===== src/rtl/srec_pkg.sv =====
// Shared types, codes and helpers for the S-record S2 parser.
// No dependencies; imported by srec_cfg, srec_parse and the core module.
package srec_pkg;

  // Result kinds.
  localparam logic [1:0] KIND_DATA  = 2'd0;
  localparam logic [1:0] KIND_FILL  = 2'd1;
  localparam logic [1:0] KIND_ERROR = 2'd2;
  localparam logic [1:0] KIND_DONE  = 2'd3;

  // Error codes.
  localparam logic [1:0] ERR_NOT_S     = 2'd0;
  localparam logic [1:0] ERR_NON_HEX   = 2'd1;
  localparam logic [1:0] ERR_DESCEND   = 2'd2;
  localparam logic [1:0] ERR_SHORT_CNT = 2'd3;

  // Input actions.
  localparam logic ACT_CHAR = 1'b0;
  localparam logic ACT_END  = 1'b1;

  // Characters of interest.
  localparam logic [7:0] CHAR_NL = 8'h0A;
  localparam logic [7:0] CHAR_S  = 8'h53;
  localparam logic [7:0] CHAR_2  = 8'h32;

  // Column bookkeeping.
  localparam int         COL_W     = 9;
  localparam logic [8:0] COL_MAX   = 9'd511;
  localparam logic [8:0] COL_DATA  = 9'd10;
  localparam logic [8:0] COL_ADDR9 = 9'd9;
  localparam logic [7:0] CNT_HDR   = 8'd4;

  // Register map.
  localparam int PADDR_W = 3;
  localparam logic REG_ADDR_MASK = 1'b0;
  localparam logic [31:0] ADDR_MASK_RESET = 32'h000F_FFFF;

  // Decoded hex digit: bad flag and nibble.
  typedef struct packed {
    logic       bad;
    logic [3:0] value;
  } hex_t;

  // Returns the nibble of an ASCII hex digit, or the bad flag.
  function automatic hex_t hex_decode(input logic [7:0] c);
    hex_t h;
    h.bad   = 1'b0;
    h.value = 4'd0;
    if (c >= 8'h30 && c <= 8'h39) begin
      h.value = 4'(c - 8'h30);
    end else if (c >= 8'h41 && c <= 8'h46) begin
      h.value = 4'(c - 8'h37);
    end else if (c >= 8'h61 && c <= 8'h66) begin
      h.value = 4'(c - 8'h57);
    end else begin
      h.bad = 1'b1;
    end
    return h;
  endfunction

endpackage


===== src/rtl/srec_cfg.sv =====
// APB-style configuration register holding the address mask.
// Depends on srec_pkg for the register map and reset value.
module srec_cfg import srec_pkg::*; #(
  parameter int ADDR_WIDTH = 24
) (
  input  logic                  clk,
  input  logic                  rst,
  input  logic                  psel,
  input  logic                  penable,
  input  logic                  pwrite,
  input  logic [PADDR_W-1:0]    paddr,
  input  logic [31:0]           pwdata,
  output logic [31:0]           prdata,
  output logic                  pready,
  output logic [ADDR_WIDTH-1:0] address_mask
);

  logic reg_sel;

  assign reg_sel = (paddr[2] == REG_ADDR_MASK);
  assign pready  = 1'b1;

  // The mask is written on the access cycle of a write transfer.
  always_ff @(posedge clk) begin
    if (rst) begin
      address_mask <= ADDR_MASK_RESET[ADDR_WIDTH-1:0];
    end else if (psel && penable && pwrite && pready && reg_sel) begin
      address_mask <= pwdata[ADDR_WIDTH-1:0];
    end
  end

  // Read data; unused addresses read as zero.
  always_comb begin
    prdata = 32'd0;
    if (reg_sel) begin
      prdata[ADDR_WIDTH-1:0] = address_mask;
    end
  end

endmodule


===== src/rtl/srec_parse.sv =====
// Per-character parser state and next-state logic for S2 records.
// Depends on srec_pkg for codes and the hex decoder.
module srec_parse import srec_pkg::*; #(
  parameter int ADDR_WIDTH = 24
) (
  input  logic                  clk,
  input  logic                  rst,
  input  logic                  accept,
  input  logic                  action,
  input  logic [7:0]            char_code,
  input  logic [ADDR_WIDTH-1:0] address_mask,
  output logic                  res_valid,
  output logic [1:0]            res_kind,
  output logic [7:0]            res_data,
  output logic [ADDR_WIDTH-1:0] res_fill,
  output logic [1:0]            res_error,
  output logic [ADDR_WIDTH:0]   res_offset
);

  localparam logic [ADDR_WIDTH:0] OFS_MAX = '1;

  logic [COL_W-1:0]      col, col_next;
  logic                  is_data, is_data_next;
  logic [7:0]            rec_count, rec_count_next;
  logic [ADDR_WIDTH-1:0] addr_acc, addr_acc_next;
  logic [ADDR_WIDTH:0]   wofs, wofs_next;
  logic [3:0]            hi_nib, hi_nib_next;
  logic [7:0]            data_left, data_left_next;
  logic                  halted, halted_next;

  hex_t                  hx;
  logic                  incomplete;
  logic [ADDR_WIDTH-1:0] acc_new;
  logic [ADDR_WIDTH-1:0] masked;

  assign hx         = hex_decode(char_code);
  assign incomplete = is_data && (col < COL_DATA || data_left != 8'd0);
  assign acc_new    = {addr_acc[ADDR_WIDTH-5:0], hx.value};
  assign masked     = acc_new & address_mask;

  // Next state and result for one accepted item.
  always_comb begin
    col_next       = col;
    is_data_next   = is_data;
    rec_count_next = rec_count;
    addr_acc_next  = addr_acc;
    wofs_next      = wofs;
    hi_nib_next    = hi_nib;
    data_left_next = data_left;
    halted_next    = halted;
    res_valid      = 1'b0;
    res_kind       = KIND_DATA;
    res_data       = 8'd0;
    res_fill       = '0;
    res_error      = ERR_NOT_S;
    res_offset     = wofs;

    if (accept && !halted) begin
      if (action == ACT_END) begin
        halted_next = 1'b1;
        res_valid   = 1'b1;
        if (incomplete) begin
          res_kind  = KIND_ERROR;
          res_error = ERR_NON_HEX;
        end else begin
          res_kind  = KIND_DONE;
        end
      end else if (char_code == CHAR_NL) begin
        if (col == '0) begin
          halted_next = 1'b1;
          res_valid   = 1'b1;
          res_kind    = KIND_ERROR;
          res_error   = ERR_NOT_S;
        end else if (incomplete) begin
          halted_next = 1'b1;
          res_valid   = 1'b1;
          res_kind    = KIND_ERROR;
          res_error   = ERR_NON_HEX;
        end else begin
          col_next       = '0;
          is_data_next   = 1'b0;
          data_left_next = 8'd0;
        end
      end else begin
        col_next = (col < COL_MAX) ? col + 9'd1 : COL_MAX;
        if (col == 9'd0) begin
          if (char_code != CHAR_S) begin
            halted_next = 1'b1;
            res_valid   = 1'b1;
            res_kind    = KIND_ERROR;
            res_error   = ERR_NOT_S;
          end
        end else if (col == 9'd1) begin
          is_data_next   = (char_code == CHAR_2);
          data_left_next = 8'd0;
        end else if (!is_data) begin
          // Other record types are skipped to the newline.
        end else if (col >= COL_DATA && data_left == 8'd0) begin
          // Checksum and trailing characters are ignored.
        end else if (hx.bad) begin
          halted_next = 1'b1;
          res_valid   = 1'b1;
          res_kind    = KIND_ERROR;
          res_error   = ERR_NON_HEX;
        end else if (col == 9'd2) begin
          hi_nib_next = hx.value;
        end else if (col == 9'd3) begin
          rec_count_next = {hi_nib, hx.value};
        end else if (col <= COL_ADDR9) begin
          addr_acc_next = acc_new;
          if (col == COL_ADDR9) begin
            // Address complete: order check, count check, then fill.
            if ({1'b0, masked} < wofs) begin
              halted_next = 1'b1;
              res_valid   = 1'b1;
              res_kind    = KIND_ERROR;
              res_error   = ERR_DESCEND;
            end else if (rec_count < CNT_HDR) begin
              halted_next = 1'b1;
              res_valid   = 1'b1;
              res_kind    = KIND_ERROR;
              res_error   = ERR_SHORT_CNT;
            end else begin
              data_left_next = rec_count - CNT_HDR;
              if ({1'b0, masked} > wofs) begin
                wofs_next = {1'b0, masked};
                res_valid = 1'b1;
                res_kind  = KIND_FILL;
                res_fill  = masked - wofs[ADDR_WIDTH-1:0];
              end
            end
          end
        end else if (!col[0]) begin
          hi_nib_next = hx.value;
        end else begin
          // Second digit of a pair: issue the data byte.
          res_valid      = 1'b1;
          res_kind       = KIND_DATA;
          res_data       = {hi_nib, hx.value};
          data_left_next = data_left - 8'd1;
          if (wofs < OFS_MAX) begin
            wofs_next = wofs + 1'b1;
          end
        end
      end
    end
  end

  // Parser state registers.
  always_ff @(posedge clk) begin
    if (rst) begin
      col       <= '0;
      is_data   <= 1'b0;
      rec_count <= 8'd0;
      addr_acc  <= '0;
      wofs      <= '0;
      hi_nib    <= 4'd0;
      data_left <= 8'd0;
      halted    <= 1'b0;
    end else begin
      col       <= col_next;
      is_data   <= is_data_next;
      rec_count <= rec_count_next;
      addr_acc  <= addr_acc_next;
      wofs      <= wofs_next;
      hi_nib    <= hi_nib_next;
      data_left <= data_left_next;
      halted    <= halted_next;
    end
  end

endmodule


===== src/rtl/srec_skid.sv =====
// Output register with a skid stage, so input and output handshakes are decoupled.
// No package dependencies.
module srec_skid #(
  parameter int WIDTH = 8
) (
  input  logic             clk,
  input  logic             rst,
  input  logic             push,
  input  logic [WIDTH-1:0] push_data,
  output logic             full,
  output logic             out_valid,
  input  logic             out_stall,
  output logic [WIDTH-1:0] out_data
);

  logic             skid_valid;
  logic [WIDTH-1:0] skid_data;

  // The upstream side is held off only while the skid stage is occupied.
  assign full = skid_valid;

  always_ff @(posedge clk) begin
    if (rst) begin
      out_valid  <= 1'b0;
      skid_valid <= 1'b0;
    end else if (!out_valid || !out_stall) begin
      if (skid_valid) begin
        out_valid  <= 1'b1;
        skid_valid <= 1'b0;
      end else begin
        out_valid  <= push;
      end
    end else if (push) begin
      skid_valid <= 1'b1;
    end
  end

  // Payload registers.
  always_ff @(posedge clk) begin
    if (!out_valid || !out_stall) begin
      if (skid_valid) begin
        out_data <= skid_data;
      end else if (push) begin
        out_data <= push_data;
      end
    end else if (push) begin
      skid_data <= push_data;
    end
  end

endmodule


===== src/rtl/srec_s2_to_binary_parser_core.sv =====
// S-record S2 parser: one character per transfer in, data bytes and fills out.
// Results are registered in the output buffer, via the skid stage while out_stall holds.
// Throughput: one character per cycle while the skid stage is empty (in_stall low).
// Reset (rst, synchronous): parser state cleared, mask to 0xFFFFF, outputs empty.
// Depends on srec_pkg, srec_cfg, srec_parse and srec_skid.
module srec_s2_to_binary_parser_core import srec_pkg::*; #(
  parameter int ADDR_WIDTH = 24
) (
  input  logic                  clk,
  input  logic                  rst,
  input  logic                  in_valid,
  output logic                  in_stall,
  input  logic                  action,
  input  logic [7:0]            char_code,
  output logic                  out_valid,
  input  logic                  out_stall,
  output logic [1:0]            kind,
  output logic [7:0]            data_value,
  output logic [ADDR_WIDTH-1:0] fill_count,
  output logic [1:0]            error_code,
  output logic [ADDR_WIDTH:0]   offset,
  input  logic                  psel,
  input  logic                  penable,
  input  logic                  pwrite,
  input  logic [PADDR_W-1:0]    paddr,
  input  logic [31:0]           pwdata,
  output logic [31:0]           prdata,
  output logic                  pready
);

  localparam int RES_W = 2 + 8 + ADDR_WIDTH + 2 + ADDR_WIDTH + 1;

  logic                  accept;
  logic [ADDR_WIDTH-1:0] address_mask;
  logic                  res_valid;
  logic [1:0]            res_kind;
  logic [7:0]            res_data;
  logic [ADDR_WIDTH-1:0] res_fill;
  logic [1:0]            res_error;
  logic [ADDR_WIDTH:0]   res_offset;
  logic [RES_W-1:0]      res_packed;
  logic [RES_W-1:0]      out_packed;
  logic                  skid_full;

  assign in_stall = skid_full;
  assign accept   = in_valid && !skid_full;

  srec_cfg #(.ADDR_WIDTH(ADDR_WIDTH)) u_cfg (
    .clk          (clk),
    .rst          (rst),
    .psel         (psel),
    .penable      (penable),
    .pwrite       (pwrite),
    .paddr        (paddr),
    .pwdata       (pwdata),
    .prdata       (prdata),
    .pready       (pready),
    .address_mask (address_mask)
  );

  srec_parse #(.ADDR_WIDTH(ADDR_WIDTH)) u_parse (
    .clk          (clk),
    .rst          (rst),
    .accept       (accept),
    .action       (action),
    .char_code    (char_code),
    .address_mask (address_mask),
    .res_valid    (res_valid),
    .res_kind     (res_kind),
    .res_data     (res_data),
    .res_fill     (res_fill),
    .res_error    (res_error),
    .res_offset   (res_offset)
  );

  // Result fields travel through the output buffer as one word.
  assign res_packed = {res_kind, res_data, res_fill, res_error, res_offset};

  srec_skid #(.WIDTH(RES_W)) u_skid (
    .clk       (clk),
    .rst       (rst),
    .push      (res_valid),
    .push_data (res_packed),
    .full      (skid_full),
    .out_valid (out_valid),
    .out_stall (out_stall),
    .out_data  (out_packed)
  );

  assign {kind, data_value, fill_count, error_code, offset} = out_packed;

endmodule

===== config.mk =====
export PLATFORM = sky130hd
export DESIGN_NAME = srec_s2_to_binary_parser_core
export DESIGN_NICKNAME = d
export VERILOG_FILES = /design/src/rtl/srec_pkg.sv /design/src/rtl/srec_cfg.sv /design/src/rtl/srec_parse.sv /design/src/rtl/srec_skid.sv /design/src/rtl/srec_s2_to_binary_parser_core.sv
export SDC_FILE = /design/constraint.sdc
export NUM_CORES = 1
export LEC_CHECK = 0
export ABC_AREA = 1
export BUFFER_PORTS_ARGS = -buffer_cell sky130_fd_sc_hd__buf_2
export CORE_ASPECT_RATIO = 1.1
export CORE_MARGIN = 3
export CORE_UTILIZATION = 45
export CTS_CLUSTER_SIZE = 10
export DETAILED_ROUTE_END_ITERATION = 12
export PLACE_DENSITY = 0.67
export SETUP_SLACK_MARGIN = 0.02
export SKIP_CTS_REPAIR_TIMING = 1
export SYNTH_ARGS = -nofsm -noshare
export SYNTH_HDL_FRONTEND = slang
export SYNTH_SLANG_ARGS = --single-unit

===== constraint.sdc =====
create_clock -name clk -period 6.2 [get_ports clk]
set_input_delay 0.31 -clock clk [delete_from_list [all_inputs] [get_ports clk]]
set_output_delay 0.31 -clock clk [all_outputs]
set_load 0.005 [all_outputs]

==> run_results.csv, run 1 <==
group,metric,value,unit
outcome,outcome,"finished, final reports clean",
synth,async_flop_share,0,%
synth,synthTopCellsByArea,"edfxtp_1 (31%), dfxtp_1 (18%), nand2_1 (8.3%)",
floorplan,die_x,160,um
global_routing,grt_first_pass_wirelength,45200,um
synth,ys_types,63,
timing,setup_ws,1.60,ns
clock_tree,root_buffer,"clkbuf_16",
place,place_ws,1.12,ns
timing,fin_crit,4.60,ns
setup_path,cp-endpoint,"u_skid.skid_data[14]",
detailed_routing,drtIter0Drc,627,
final_layout,layout_commonest_cell,"nand2_1",
synth,synth_top_area_share,31.4,%
clock_tree,insertion_delay,0.53,ns
floorplan,ios,147,
detailed_routing,drt_first_pass_iters,5,
power,leakage,5.74,nW
clock_tree,path_clk_slew,0.05,ns
floorplan,start_util,45.9,%
setup_path,worstPathArrival,4.75,ns
place,place_congestion,0.891,
setup_path,critPathBufInv,5,
floorplan,core_area,25400,sq um
synth,ys_ff_latch,224,
timing,grt_setup_unrepaired,"false",
place,hpwl,20500,um
clock_tree,clockBufferDepth,3,
timing,finClkSkew,0.0200,ns
power,p_per_area,261,nW/um^2
setup_path,r2r-start,"u_cfg.address_mask[2]",
setup_path,crit_top_cell,"nand2_1",
timing,tns,0,ns
detailed_routing,drt-wirelength-per-cell,14.9,um
timing,hold_ws,0.00626,ns
setup_path,reg2reg_to,"u_skid.skid_data[14]",
synth,yosysSeqAreaShare,48.9,%
setup_path,end_kind,"register",
detailed_routing,drcViolationCount,0,
global_routing,grt_overflow,0,
final_layout,instances_no_fill,1866,
setup_path,r2r_slack,2.45,ns
detailed_routing,routed_wirelength,27900,um
synth,yosys_most_used_dff,"edfxtp_1",
floorplan,chipHeight,175,um
timing,hold_viol,0,
floorplan,rows,61,
synth,avgSynthCellArea,8.39,sq um
synth,yosys.area.top_type,"edfxtp_1",
setup_path,startpoint,"char_code[0]",
global_routing,grt_util_all_layers,19.5,%
setup_path,start_kind,"input port",
final_layout,diodes,0,
final_layout,fin_nets,1591,
global_routing,grt_max_degree,88,
final_layout,final_cell_mix,"nand2_1 (259), nor2_1 (171), inv_1 (167)",
timing,setup_viol,0,
place,dp_cells,1819,
global_routing,antenna_found_initial,0,
detailed_routing,antenna_left,0,
final_layout,drive_above_1_share,14.5,%
detailed_routing,num_vias,9441,
setup_path,crit_cells,28,
timing,slew_headroom,44.0,%
clock_tree,cts_tree,"yes",
timing,timing.fmax,0.217,GHz
synth,synth_area,11700,sq um
final_layout,syn_to_final_growth,14.1,%
timing,period_share,74.2,%
final_layout,utilization,52.4,%
clock_tree,numCtsBuffers,27,
clock_tree,cts.sinks,224,
clock_tree,htree_levels,1,
run,cap_violations,0,
setup_path,cp_slowest_stage_delay,0.61,ns
setup_path,critPathTopFamily,"simple AND/OR/NAND/NOR gates",
worst_hold_path,worstHoldPathType,"in2reg",
setup_path,worst-setup-path-type,"in2reg",
synth,synth-edff-count,122,
setup_path,cp_slowest_cell,"buf_4",
synth,synth_cells,1391,
setup_path,critPathRequiredTime,6.35,ns
setup_path,reg2reg_depth,21,
place,port_buffers,127,
setup_path,crit_fanout,61,
timing,tightestPinTransition,0.838,ns
detailed_routing,viasPerCell,5.06,
global_routing,grt_pass1_vias,8756,
floorplan,dieArea,27900,sq um
synth,yosys_warnings,0,
timing,slew_violations,0,
power,ir_worst_vdd,188,uV
## registers in the layout, indices dropped and copies added (netlist names)
| name | count |
|---|---|
| u_cfg.address_mask | 24 |
| u_parse.addr_acc | 20 |
| u_parse.col | 9 |
| u_parse.data_left | 8 |
| u_parse.halted | 1 |
| u_parse.hi_nib | 4 |
| u_parse.is_data | 1 |
| u_parse.rec_count | 8 |
| u_parse.res_offset | 25 |
| u_skid.full | 1 |
| u_skid.out_data | 61 |
| u_skid.out_valid | 1 |
| u_skid.skid_data | 61 |
## layer usage
metal | up-vias | share of wire [%] | GRT usage (%) | wire (um)
li1 | 4833 | - | - | -
met1 | 4306 | 48 | 28.6 | 13400
met2 | 257 | 44 | 30.3 | 12200
met3 | 45 | 5.7 | 2.70 | 1600
met4 | 0 | 2.3 | 5.58 | 651
met5 | - | 0 | 0 | 0
## per-stage QoR
step           instance area, sq um  total power [W]
6_report                      13300          0.00348
5_1_grt                       13300          0.00363
4_1_cts                       13300          0.00351
3_5_place_dp                  12500          0.00212
3_3_place_gp                  12500          0.00212
2_1_floorplan                 11700          0.00198
## worst min-delay path by stage
| stage | from | endpoint | slack (ns) | cells past startpoint |
|---|---|---|---|---|
| final | pwdata[0] | u_cfg.address_mask[0] | 0.006 | 3 |
| after floorplan | u_parse.halted | u_parse.halted | 0.44 | 2 |
| after global placement | u_parse.halted | u_parse.halted | 0.45 | 2 |
| after global routing | pwdata[16] | u_cfg.address_mask[16] | 0.002 | 3 |
| after CTS | pwdata[4] | u_cfg.address_mask[4] | -0.01 | 3 |
| after detailed placement | u_parse.halted | u_parse.halted | 0.45 | 2 |
## cells in the mapped netlist, types with 4 or more instances
cell,instances
nand2_1,259
nor2_1,172
inv_1,168
o21ai_0,141
edfxtp_1,122
dfxtp_1,102
a21oi_1,87
clkbuf_1,35
ha_1,35
nand3_1,33
xor2_1,29
o211ai_1,22
nor3_1,19
xnor2_1,15
o21ai_1,14
a21o_1,11
buf_4,11
a211oi_1,8
nand4_1,8
a21oi_2,7
nand2_2,7
a31oi_1,6
buf_2,6
inv_2,6
nand3_2,5
nor3_2,5
o21bai_1,4
## cell type report
| type | instances | area [sq um] |
|---|---|---|
| Clock inverter | 2 | 13.8 |
| Multi-Input combinational cell | 939 | 5030 |
| Inverter | 176 | 663 |
| Fill cell | 2414 | 12100 |
| Tap cell | 346 | 433 |
| Sequential cell | 224 | 5710 |
| Clock buffer | 43 | 746 |
| Timing Repair Buffer | 136 | 721 |
## cells by family (layout without fill, tap and decap cells)
family / after synthesis / after routing / synth area share (%)
other: 2 / 9 / 0.0644
AOI/OAI and AO/OA: 317 / 317 / 15.5
and+or+nand+nor: 533 / 533 / 19.9
buffers and inverters: 235 / 357 / 8.33
adders and majority gates: 36 / 36 / 3.93
xor gates and xnor gates: 44 / 44 / 3.30
DFF: 224 / 224 / 48.9
## worst reg2reg max path, cell delays in order, from the launching register on
cell	delay [ns]
dfxtp_1	0.30
inv_1	0.08
nor2_1	0.24
ha_1	0.35
nand2_1	0.10
nand2_1	0.07
nand2_1	0.06
nand2_1	0.07
nand2_1	0.08
nand3_1	0.19
nand2_1	0.12
nand3_1	0.20
nand2_1	0.21
a21oi_1	0.08
nand2_1	0.08
nand2_1	0.05
nand2_1	0.05
nand2_1	0.04
nand2_1	0.06
nand2_1	0.15
nor2_4	0.11
buf_4	0.61
## report_power, final
| group | leakage, nW | total (W) | switching [W] | internal, W |
|---|---|---|---|---|
| clock | 0.366 | 0.00139 | 0.000574 | 0.000813 |
| combinational | 3.37 | 0.000414 | 0.000278 | 0.000136 |
| sequential | 2.00 | 0.00168 | 0.0000269 | 0.00165 |
| total | 5.74 | 0.00348 | 0.000878 | 0.00260 |
Power figures use the tool's default switching activity.
==> run 2: changes to the inputs <==
Clock period 6.2 ns to 3.9 ns, I/O delays scaled along.
==> run_results.csv, run 2 (same netlist as run 1, synthesis figures left out) <==
group,metric,value,unit
timing,finClkSkew,0.0176,ns
timing,setup_viol,0,
worst_hold_path,worstHoldPathType,"in2reg",
setup_path,end_kind,"register",
global_routing,grt_overflow,0,
floorplan,die_x,160,um
detailed_routing,drt_first_pass_iters,6,
floorplan,rows,61,
place,port_buffers,127,
final_layout,drive_above_1_share,16.8,%
clock_tree,htree_levels,1,
outcome,outcome,"finished, violations left",
global_routing,grt_util_met3,3.03,%
global_routing,grt.busiest_layer,"met2",
setup_path,crit_fanout,14,
timing,tns,0,ns
setup_path,crit_top_cell,"nand2_1",
power,leakage,6.00,nW
timing,grt_setup_unrepaired,"false",
power,switching_share,25.3,%
final_layout,multiInputGateArea,5090,sq um
global_routing,grt_max_degree,88,
detailed_routing,viasPerCell,5.08,
clock_tree,clockBufferDepth,3,
final_layout,final_cell_mix,"nand2_1 (256), nor2_1 (170), inv_1 (164)",
timing,tightestPinTransition,0.783,ns
detailed_routing,drt-wirelength-per-cell,15.1,um
floorplan,start_util,45.9,%
global_routing,grt_first_pass_wirelength,47100,um
final_layout,regArea,5710,sq um
timing,hold_ws,-0.0329,ns
timing,period_share,88.5,%
global_routing,antenna_found_initial,0,
final_layout,fin_nets,1644,
global_routing,grt_pass1_vias,9084,
clock_tree,path_clk_slew,0.05,ns
clock_tree,root_buffer,"clkbuf_16",
floorplan,chipHeight,175,um
power,p_per_area,402,nW/um^2
clock_tree,insertion_delay,0.52,ns
setup_path,critPathBufInv,7,
power,seq_power_share,47.6,%
power,combPwrFrac,13.3,%
setup_path,cp_slowest_stage_delay,0.25,ns
setup_path,critPathTopFamily,"simple AND/OR/NAND/NOR gates",
final_layout,diodes,0,
timing,slew_headroom,47.8,%
power,switchingPower,0.00141,W
power,p_clk_share,39.1,%
power,ir_worst_vdd,272,uV
clock_tree,cts.sinks,224,
place,hpwl,21500,um
final_layout,syn_to_final_growth,19.1,%
detailed_routing,drtIter0Drc,667,
power,p_int,0.00418,W
timing,fin_crit,3.45,ns
floorplan,ios,147,
detailed_routing,num_vias,9748,
timing,timing.fmax,0.290,GHz
setup_path,cp_slowest_cell,"a31o_2",
detailed_routing,antenna_left,0,
timing,hold_viol,2,
run,cap_violations,0,
floorplan,core_area,25400,sq um
outcome,violations,"hold timing",
final_layout,fillers,2306,
global_routing,use_met1,28.9,%
clock_tree,cts_tree,"yes",
floorplan,dieArea,27900,sq um
clock_tree,numCtsBuffers,27,
setup_path,worstPathArrival,3.68,ns
detailed_routing,drcViolationCount,0,
setup_path,start_kind,"input port",
final_layout,layout_commonest_cell,"nand2_1",
place,place_congestion,0.910,
global_routing,grt_util_all_layers,20.4,%
timing,slew_violations,0,
setup_path,worst-setup-path-type,"in2reg",
global_routing,grtUsageMet2,32.8,%
setup_path,critPathRequiredTime,4.12,ns
final_layout,instances_no_fill,1919,
place,dp_cells,1852,
detailed_routing,routed_wirelength,28900,um
==> run 2: changes by cell type in the layout (fill, tap and decap cells not counted), sizes merged <==
cell	delta
buf	+33
dlygate4sd3	+20
==> run 2: path summary, 6_finish.rpt <==
check                               from                endpoint  slack, ns  cells past startpoint
setup / recovery            char_code[1]     u_skid.out_data[31]       0.45                     33
hold / removal                pwdata[23]  u_cfg.address_mask[23]      -0.03                      3
setup reg to reg  u_parse.res_offset[16]     u_skid.out_data[31]       0.62                     20
hold reg to reg           u_parse.halted          u_parse.halted       0.46                      2
==> run 2: through the flow <==
step	setup slack (ns)	hold slack, ns	utilization, %	power, W	cell area [sq um]
5_1_grt	0.112	0.00671	54.6	0.00583	13900
4_1_cts	0.521	-0.128	53.8	0.00563	13700
2_1_floorplan	-0.156	0.325	-	0.00315	11800
6_report	0.447	-0.0329	54.6	0.00559	13900
3_5_place_dp	-0.0158	0.416	50.8	0.00344	12900
3_3_place_gp	0.0106	0.413	50.8	0.00343	12900
==> run 2: worst min-delay path: cells and delay by family <==
| family | cells | cell delay (ns) |
|---|---|---|
| buf+inv | 1 | 0.08 |
| compound gates | 2 | 0.17 |
==> run 2: routing by layer <==
metal / vias to the layer above / wire, um
met2: 326 / 13000
li1: 4941 / -
met5: - / 0
met1: 4435 / 13500
met4: 0 / 587
met3: 46 / 1780
==> run 2: power groups by stage <==
stage / registers, W / logic (W) / clock network [W]
floorplan: 0.00272 / 0.000429 / 0
global placement: 0.00271 / 0.000719 / 0
detailed placement: 0.00271 / 0.000725 / 0
CTS: 0.00266 / 0.000730 / 0.00223
global route: 0.00268 / 0.000836 / 0.00232
finish: 0.00266 / 0.000744 / 0.00218
==> run 2: cell type report <==
| cell class | instances | area share, % |
|---|---|---|
| Clock buffer | 43 | 5.30 |
| Clock inverter | 2 | 0.0991 |
| Inverter | 176 | 4.91 |
| Multi-Input combinational cell | 939 | 36.6 |
| Sequential cell | 224 | 41.1 |
| Tap cell | 346 | 3.12 |
| Timing Repair Buffer | 189 | 8.86 |
